`config.mk`:
```
export PLATFORM = sky130hd
export DESIGN_NAME = ring_line_escape_heading
export DESIGN_NICKNAME = d
export VERILOG_FILES = /design/src/rtl/rleh_pkg.sv /design/src/rtl/ring_line_escape_heading.sv /design/src/rtl/rleh_lane.sv /design/src/rtl/rleh_merge.sv
export SDC_FILE = /design/constraint.sdc
export NUM_CORES = 1
export LEC_CHECK = 0
export BUFFER_PORTS_ARGS = -buffer_cell sky130_fd_sc_hd__buf_2
export CORE_AREA = 5 5 163 165
export DETAILED_ROUTE_END_ITERATION = 10
export DIE_AREA = 0 0 168 170
export PLACE_DENSITY = 0.49
export SLEW_MARGIN = 20
export SYNTH_ARGS = -nofsm -noshare
export SYNTH_HDL_FRONTEND = slang
export SYNTH_SLANG_ARGS = --single-unit
```
`constraint.sdc`:
```
create_clock -name i_clk -period 33.4 [get_ports i_clk]
set_input_delay 8.35 -clock i_clk [delete_from_list [all_inputs] [get_ports i_clk]]
set_output_delay 8.35 -clock i_clk [all_outputs]
set_load 0.05 [all_outputs]
```
`src/rtl/rleh_pkg.sv`:
```
// Package for the ring line escape heading block.
// Holds the shared widths, types, heading constants and helper functions.
// Used by rleh_lane, rleh_merge and ring_line_escape_heading.
`default_nettype none

package rleh_pkg;

    localparam int SENSOR_MAX = 12;
    localparam int IDX_W      = 4;
    localparam int LVL_W      = 3;
    localparam int LVL_COUNT  = 8;
    localparam int HEAD_W     = 10;

    localparam logic [9:0] HEADING_STEP = 10'd30;
    localparam logic [9:0] HEADING_HALF = 10'd180;
    localparam logic [9:0] HEADING_FULL = 10'd360;

    typedef logic [IDX_W-1:0]      t_idx;
    typedef logic [LVL_W-1:0]      t_lvl;
    typedef logic [LVL_COUNT-1:0]  t_lvl_hot;
    typedef logic [SENSOR_MAX-1:0] t_bits;
    typedef logic signed [HEAD_W-1:0] t_heading;

    typedef struct packed {
        logic any_lit;
        t_lvl max_lvl;
    } t_merge_res;

    function automatic t_idx highest_lit(input t_bits bits);
        t_idx r;
        r = '0;
        for (int i = 0; i < SENSOR_MAX; i++) begin
            if (bits[i]) begin
                r = t_idx'(i);
            end
        end
        return r;
    endfunction

    function automatic t_heading toward_of(input t_idx first);
        logic [9:0] h;
        h = 10'(first) * HEADING_STEP;
        return t_heading'(h);
    endfunction

    function automatic t_heading escape_of(input t_idx first);
        logic [9:0] h;
        h = 10'(first) * HEADING_STEP;
        if (h >= HEADING_HALF) begin
            h = h - HEADING_HALF;
        end else begin
            h = h + HEADING_HALF;
        end
        return t_heading'(h);
    endfunction

endpackage

`default_nettype wire

```
`src/rtl/ring_line_escape_heading.sv`:
```
// Top level of the ring line escape heading block.
// Instantiates one rleh_lane per sensor and rleh_merge; uses rleh_pkg.
//
// One sample of the sensor ring is taken per clock while the output is not stalled, and its
// result beat appears from the output register in the cycle after the sample is taken. The
// lanes each compare one sensor's ring distance against the first seen sensor in parallel,
// and the one-hot merge finds the largest danger. The input stalls only while a result beat
// is held by a stalled output.
`default_nettype none

module ring_line_escape_heading #(
    parameter int SENSOR_COUNT = 12
) (
    input  wire logic                   i_clk,
    input  wire logic                   i_rst_n,
    input  wire logic                   i_in_valid,
    output logic                        o_in_stall,
    input  wire logic [11:0]            i_sensor_bits,
    output logic                        o_out_valid,
    input  wire logic                   i_out_stall,
    output logic signed [9:0]           o_heading,
    output logic [2:0]                  o_danger_level,
    input  wire logic                   i_psel,
    input  wire logic                   i_penable,
    input  wire logic                   i_pwrite,
    input  wire logic [2:0]             i_paddr,
    input  wire logic [31:0]            i_pwdata,
    output logic [31:0]                 o_prdata,
    output logic                        o_pready
);

    localparam logic [11:0] SENSOR_MASK = 12'((13'd1 << SENSOR_COUNT) - 13'd1);

    rleh_pkg::t_lvl     r_thr;
    rleh_pkg::t_lvl     r_danger;
    rleh_pkg::t_lvl     n_danger;
    rleh_pkg::t_idx     r_first;
    rleh_pkg::t_idx     n_first;
    rleh_pkg::t_heading r_heading;
    rleh_pkg::t_heading n_heading;
    logic               r_out_valid;

    rleh_pkg::t_bits     bits_m;
    rleh_pkg::t_idx      first_cur;
    rleh_pkg::t_lvl_hot  lvl_hot [SENSOR_COUNT];
    rleh_pkg::t_merge_res merge_res;
    logic                in_take;
    logic                cfg_wr;

    assign bits_m    = i_sensor_bits & SENSOR_MASK;
    assign first_cur = (r_danger == '0) ? rleh_pkg::highest_lit(bits_m) : r_first;

    for (genvar g = 0; g < SENSOR_COUNT; g++) begin : g_lane
        rleh_lane #(
            .SENSOR_COUNT(SENSOR_COUNT),
            .LANE        (g)
        ) u_lane (
            .i_lit    (bits_m[g]),
            .i_first  (first_cur),
            .o_lvl_hot(lvl_hot[g])
        );
    end

    rleh_merge #(
        .SENSOR_COUNT(SENSOR_COUNT)
    ) u_merge (
        .i_lvl_hot(lvl_hot),
        .o_res    (merge_res)
    );

    assign o_in_stall = r_out_valid && i_out_stall;
    assign in_take    = i_in_valid && !o_in_stall;

    always_comb begin
        n_danger  = r_danger;
        n_first   = r_first;
        n_heading = rleh_pkg::escape_of(r_first);
        if (merge_res.any_lit) begin
            n_danger = merge_res.max_lvl;
            n_first  = first_cur;
            if (merge_res.max_lvl <= r_thr) begin
                n_heading = rleh_pkg::toward_of(first_cur);
            end else begin
                n_heading = rleh_pkg::escape_of(first_cur);
            end
        end else if (r_danger <= r_thr) begin
            n_danger  = '0;
            n_heading = '1;
        end
    end

    always_ff @(posedge i_clk) begin
        if (!i_rst_n) begin
            r_danger    <= '0;
            r_first     <= '0;
            r_out_valid <= 1'b0;
        end else begin
            if (in_take) begin
                r_danger    <= n_danger;
                r_first     <= n_first;
                r_out_valid <= 1'b1;
            end else if (!i_out_stall) begin
                r_out_valid <= 1'b0;
            end
        end
    end

    always_ff @(posedge i_clk) begin
        if (in_take) begin
            r_heading <= n_heading;
        end
    end

    assign o_out_valid    = r_out_valid;
    assign o_heading      = r_heading;
    assign o_danger_level = r_danger;

    assign cfg_wr   = i_psel && i_penable && i_pwrite && o_pready;
    assign o_pready = 1'b1;
    assign o_prdata = (i_paddr[2] == 1'b0) ? 32'(r_thr) : 32'd0;

    always_ff @(posedge i_clk) begin
        if (!i_rst_n) begin
            r_thr <= 3'd3;
        end else if (cfg_wr && (i_paddr[2] == 1'b0)) begin
            r_thr <= i_pwdata[2:0];
        end
    end

    a_no_line_idle: assert property (@(posedge i_clk) disable iff (!i_rst_n)
        (o_out_valid && (o_heading == -10'sd1)) |-> (o_danger_level == 3'd0))
        else $error("no-line heading reported with nonzero danger");

    a_lit_sets_danger: assert property (@(posedge i_clk) disable iff (!i_rst_n)
        (in_take && ((i_sensor_bits & SENSOR_MASK) != 12'd0)) |=> (r_danger != 3'd0))
        else $error("lit sample left danger at zero");

    a_stall_only_when_held: assert property (@(posedge i_clk) disable iff (!i_rst_n)
        o_in_stall |-> o_out_valid)
        else $error("input stalled without a held result beat");

endmodule

`default_nettype wire

```
`src/rtl/rleh_lane.sv`:
```
// One sensor lane: ring distance of this sensor from the first seen sensor.
// Emits the sensor's danger as a one-hot vector when the sensor is lit.
// Depends on rleh_pkg.
`default_nettype none

module rleh_lane #(
    parameter int SENSOR_COUNT = 12,
    parameter int LANE         = 0
) (
    input  wire logic             i_lit,
    input  wire rleh_pkg::t_idx   i_first,
    output rleh_pkg::t_lvl_hot    o_lvl_hot
);

    localparam logic [4:0] LANE_IDX = 5'(LANE);
    localparam logic [4:0] RING_N   = 5'(SENSOR_COUNT);

    logic [4:0]     sum;
    logic [4:0]     fwd;
    logic [4:0]     back;
    logic [4:0]     ring_gap;
    rleh_pkg::t_lvl lvl;

    always_comb begin
        sum      = LANE_IDX + RING_N - 5'(i_first);
        fwd      = (sum >= RING_N) ? (sum - RING_N) : sum;
        back     = (fwd == 5'd0) ? 5'd0 : (RING_N - fwd);
        ring_gap = (fwd < back) ? fwd : back;
        lvl      = rleh_pkg::t_lvl'(ring_gap + 5'd1);
        o_lvl_hot = i_lit ? (rleh_pkg::t_lvl_hot'(1) << lvl) : '0;
    end

endmodule

`default_nettype wire

```
`src/rtl/rleh_merge.sv`:
```
// Merge stage: combines the one-hot danger vectors of all lanes.
// Reports whether any sensor is lit and the largest danger among them.
// Depends on rleh_pkg.
`default_nettype none

module rleh_merge #(
    parameter int SENSOR_COUNT = 12
) (
    input  wire rleh_pkg::t_lvl_hot i_lvl_hot [SENSOR_COUNT],
    output rleh_pkg::t_merge_res    o_res
);

    rleh_pkg::t_lvl_hot acc;
    rleh_pkg::t_lvl     top;

    always_comb begin
        acc = '0;
        for (int i = 0; i < SENSOR_COUNT; i++) begin
            acc = acc | i_lvl_hot[i];
        end
        top = '0;
        for (int v = 1; v < rleh_pkg::LVL_COUNT; v++) begin
            if (acc[v]) begin
                top = rleh_pkg::t_lvl'(v);
            end
        end
        o_res.any_lit = |acc;
        o_res.max_lvl = top;
    end

endmodule

`default_nettype wire

```
==> summary.md <==
| Metric | Value |
|---|---|
| Result of the run | `finished, final reports clean` |
| Simple-gate area share of the yosys netlist | `0.261` |
| Share of synthesized cell area in full adder, half adder and majority cells | `0.146` |
| Number of enable-type register cells in the synthesized netlist | `10` |
| Most used cells in the layout excluding fill and tap cells | `sky130_fd_sc_hd__nor2_1 (111), sky130_fd_sc_hd__nand2_1 (103), sky130_fd_sc_hd__a21oi_1 (88)` |
| Die width | `between 150 and 200 µm` |
| Hold-fix buffers at CTS | `0` |
| Class of the tightest hold or removal check | `flip-flop to flip-flop` |
| Period utilization | `0.549` |
| Reg2Reg Setup Slack | `22.75 ns` |
| Drt first-iter violations | `763` |
| DPL Wire Length | `about 23 mm` |
| Most frequent standard cell in the layout excluding fill and tap cells | `sky130_fd_sc_hd__nor2_1` |
| Synth Register Bits | `21` |
| Rel. slew slack | `0.345` |
| Number of gates given a new drive strength after cts | `0` |
| FMAX | `around 0.055 GHz` |
| Buffers from clock root to sink, at most | `2` |
| Buffer type at the clock tree root | `sky130_fd_sc_hd__clkbuf_16` |
| Routability cong. | `0.924` |
| Startpoint class of the critical path | `input port` |
| Number of diodes | `0` |
| Cell area after technology mapping | `8590 µm²` |
| Final Max Tran Viols | `0` |
| Count of input and output buffers | `40` |
| Leading cell types by total area after synthesis | `sky130_fd_sc_hd__ha_1 (12%), sky130_fd_sc_hd__a21oi_1 (5.1%), sky130_fd_sc_hd__xnor2_1 (4.9%)` |
| # nets final | `1366` |
| Cell repeated most along the worst path | `sky130_fd_sc_hd__a21oi_1` |
| Main combinational cell family by area after synthesis | `compound AO/OA/AOI/OAI gates` |
| Data arrival, critical path | `18.31 ns` |
| Fraction of synthesized cell area taken by the top area cell type | `0.122` |
| Endpoint of the worst register-to-register path | `o_heading[6]$_DFFE_PP_` |
| RR Startpoint | `o_danger_level[2]$_SDFFE_PN0P_` |
| Capture point of the critical path | `o_heading[6]$_DFFE_PP_` |
| Maximum level of the CTS H-tree | `1` |
| Crit. Startpoint | `i_sensor_bits[11]` |
| Number of max-capacitance violations reported | `0` |
| DR DRC count | `0` |
| Synthesized netlist cell count | `1224` |
| Biggest area consumer among synthesized cells | `sky130_fd_sc_hd__ha_1` |
| Count of distinct cell types in the synthesized netlist | `103` |
| Global-route wire length before repair | `46.5 mm` |
| Actual slew at the worst max-slew pin | `0.973 ns` |
| Multiplexer share of the synthesized area | `0.0446` |
| Via density per instance | `5.94` |
| Dominant register cell in the synthesized netlist | `sky130_fd_sc_hd__dfxtp_1` |
| Total grt overflow | `0` |
| Maximum number of pins on one net before global-route repair | `35` |
| Antenna violations before repair | `1` |
| Mean instance size in the synthesized netlist | `~7 µm²` |
| Slowest cell on the critical path | `sky130_fd_sc_hd__ha_1` |
| Insertion delay of the later-clocked pin in the worst-skew pair | `0.25 ns` |
| Standard-cell rows | `58` |
| WL/cell | `19.3 µm` |
| Core region area | `24900 µm²` |
| CP Data Required Time | `~33 ns` |
| Number of hold violations in the final report | `0` |
| Post-CTS setup buffer count | `0` |
| Number of vias in the routed layout | `a little over 9k` |
| Post-route minimum period | `18.33 ns` |
| Synth Area in XOR/XNOR | `0.0631` |
| Buffers & Inverters on Critical Path | `5` |
| Element type at the critical path end | `flip-flop` |
| Clock sinks | `21` |
| CTS tree | `done` |
| Worst Path Class, Setup | `input port to flip-flop` |
| Worst-path maximum fanout | `26` |
| Synthesized-area fraction occupied by ao, oa, aoi and oai cells | `0.334` |
| Stage delay of the slowest cell on the critical path | `0.78 ns` |
| Post-detailed-route count of antenna-violating nets | `0` |
| Setup repair after global routing missed its margin | `false` |
| Cell family with the largest share of critical-path delay | `compound AO/OA/AOI/OAI gates` |
| Clock transition at the register clock pins on the worst setup and hold paths after CTS | `0.06 ns` |
| Depth of the most critical reg-to-reg path | `33` |
| Sequential share of the synthesized area | `0.0606` |
| Share of synthesized registers carrying an async set or reset | `0` |
| Die height | `170 µm` |
| Synthesis-to-layout area growth | `5.13%` |
| Initial cell density of the core | `0.345` |
| Clock tree skew after final layout | `0.00863 ns` |
| DRT Wirelength | `between 20 and 30 mm` |
| I/O Pins | `between 100 and 150` |
| GRT Overall Usage | `0.198` |
| Die Outline Area | `28600 µm²` |
| Pre-antenna DRT Iters | `5` |
| Number of buffers inserted during clock tree synthesis | `3` |
| Setup TNS Final | `0 ns` |
| Critical Path Stages | `34` |
| Total of endpoints with negative setup slack in the final report | `0` |
| Synth warn | `0` |
| Via count of the first global-routing pass | `8434` |
| Share of post-route cells with drive strength above 1 | `0.0920` |
[metal layers]
layer  up-vias  global-route usage  part of all wire
met2       321               0.326              0.45
li1       4504                   -                 -
met1      4324               0.282              0.47
met4         2              0.0473             0.023
met3        38              0.0153             0.059
met5         -                   0           0.00044
[final cells by class]
type                    instances  area, µm²
repair buffers                 58        335
inverters                      74        278
clock buffers                   3       75.1
clock inverters                 1       5.00
flip-flops and latches         21        520
well taps                     330        413
multi-input cells            1060       7400
fillers                      2710      15900
[kinds of logic (layout without fill, tap and decap cells)]
kind of cell / Yosys count / after routing
adder cells (fa/ha/maj): 94 / 94
multiplexers: 36 / 36
AND/OR/NAND/NOR: 442 / 442
other: 2 / 31
buffers and inverters: 172 / 136
AO/OA/AOI/OAI: 396 / 396
XOR/XNOR: 61 / 61
flip-flops: 21 / 21
[sequential cells by signal (all words and copies together), names as in the netlist]
signal,flops
o_danger_level,3
o_heading,10
o_out_valid,1
r_first,4
r_thr,3
[worst register-to-register path, delay by kind of cell (launching register included)]
family,cells,cell delay [ns]
XOR/XNOR,2,0.36
AO/OA/AOI/OAI,17,4.78
adder cells (fa/ha/maj),3,1.24
AND/OR/NAND/NOR,7,2.56
flip-flops,1,0.42
buffers and inverters,4,1.01
[how the worst min path moves through the flow]
stage                                      from               endpoint  slack (ns)  cells after the start
final                     r_thr[2]$_SDFFE_PN0P_  r_thr[2]$_SDFFE_PN0P_        0.52                      2
after global routing      r_thr[2]$_SDFFE_PN0P_  r_thr[2]$_SDFFE_PN0P_        0.59                      2
after floorplan           r_thr[2]$_SDFFE_PN0P_  r_thr[2]$_SDFFE_PN0P_        0.49                      2
after global placement    r_thr[2]$_SDFFE_PN0P_  r_thr[2]$_SDFFE_PN0P_        0.51                      2
after CTS                 r_thr[2]$_SDFFE_PN0P_  r_thr[2]$_SDFFE_PN0P_        0.53                      2
after detailed placement  r_thr[2]$_SDFFE_PN0P_  r_thr[2]$_SDFFE_PN0P_        0.51                      2
[per-stage QoR]
stage,std cells,utilization,hold slack (ns),cell area (µm²),setup WS (ns)
6_report,1547,0.363,0.523,9030,15.07
5_1_grt,1547,0.363,0.590,9030,14.42
4_1_cts,1547,0.363,0.528,9020,15.05
3_5_place_dp,1543,0.359,0.513,8940,14.81
3_3_place_gp,1543,0.359,0.509,8940,14.74
2_1_floorplan,1253,-,0.486,8700,15.96
[synthesized netlist by cell type, types with 20 or more instances]
cell type                  count
sky130_fd_sc_hd__buf_4        30
sky130_fd_sc_hd__a21oi_1      88
sky130_fd_sc_hd__clkbuf_1     48
sky130_fd_sc_hd__o21ai_0      56
sky130_fd_sc_hd__and2_1       20
sky130_fd_sc_hd__nand3_1      41
sky130_fd_sc_hd__nand2_1     103
sky130_fd_sc_hd__inv_1        64
sky130_fd_sc_hd__xnor2_1      48
sky130_fd_sc_hd__nor2_1      111
sky130_fd_sc_hd__mux2i_1      29
sky130_fd_sc_hd__nor3_1       52
sky130_fd_sc_hd__ha_1         84
Power is left out: the tool's default activity adds up to more than one toggle a clock period on the data nets, which glitch-free logic cannot reach.
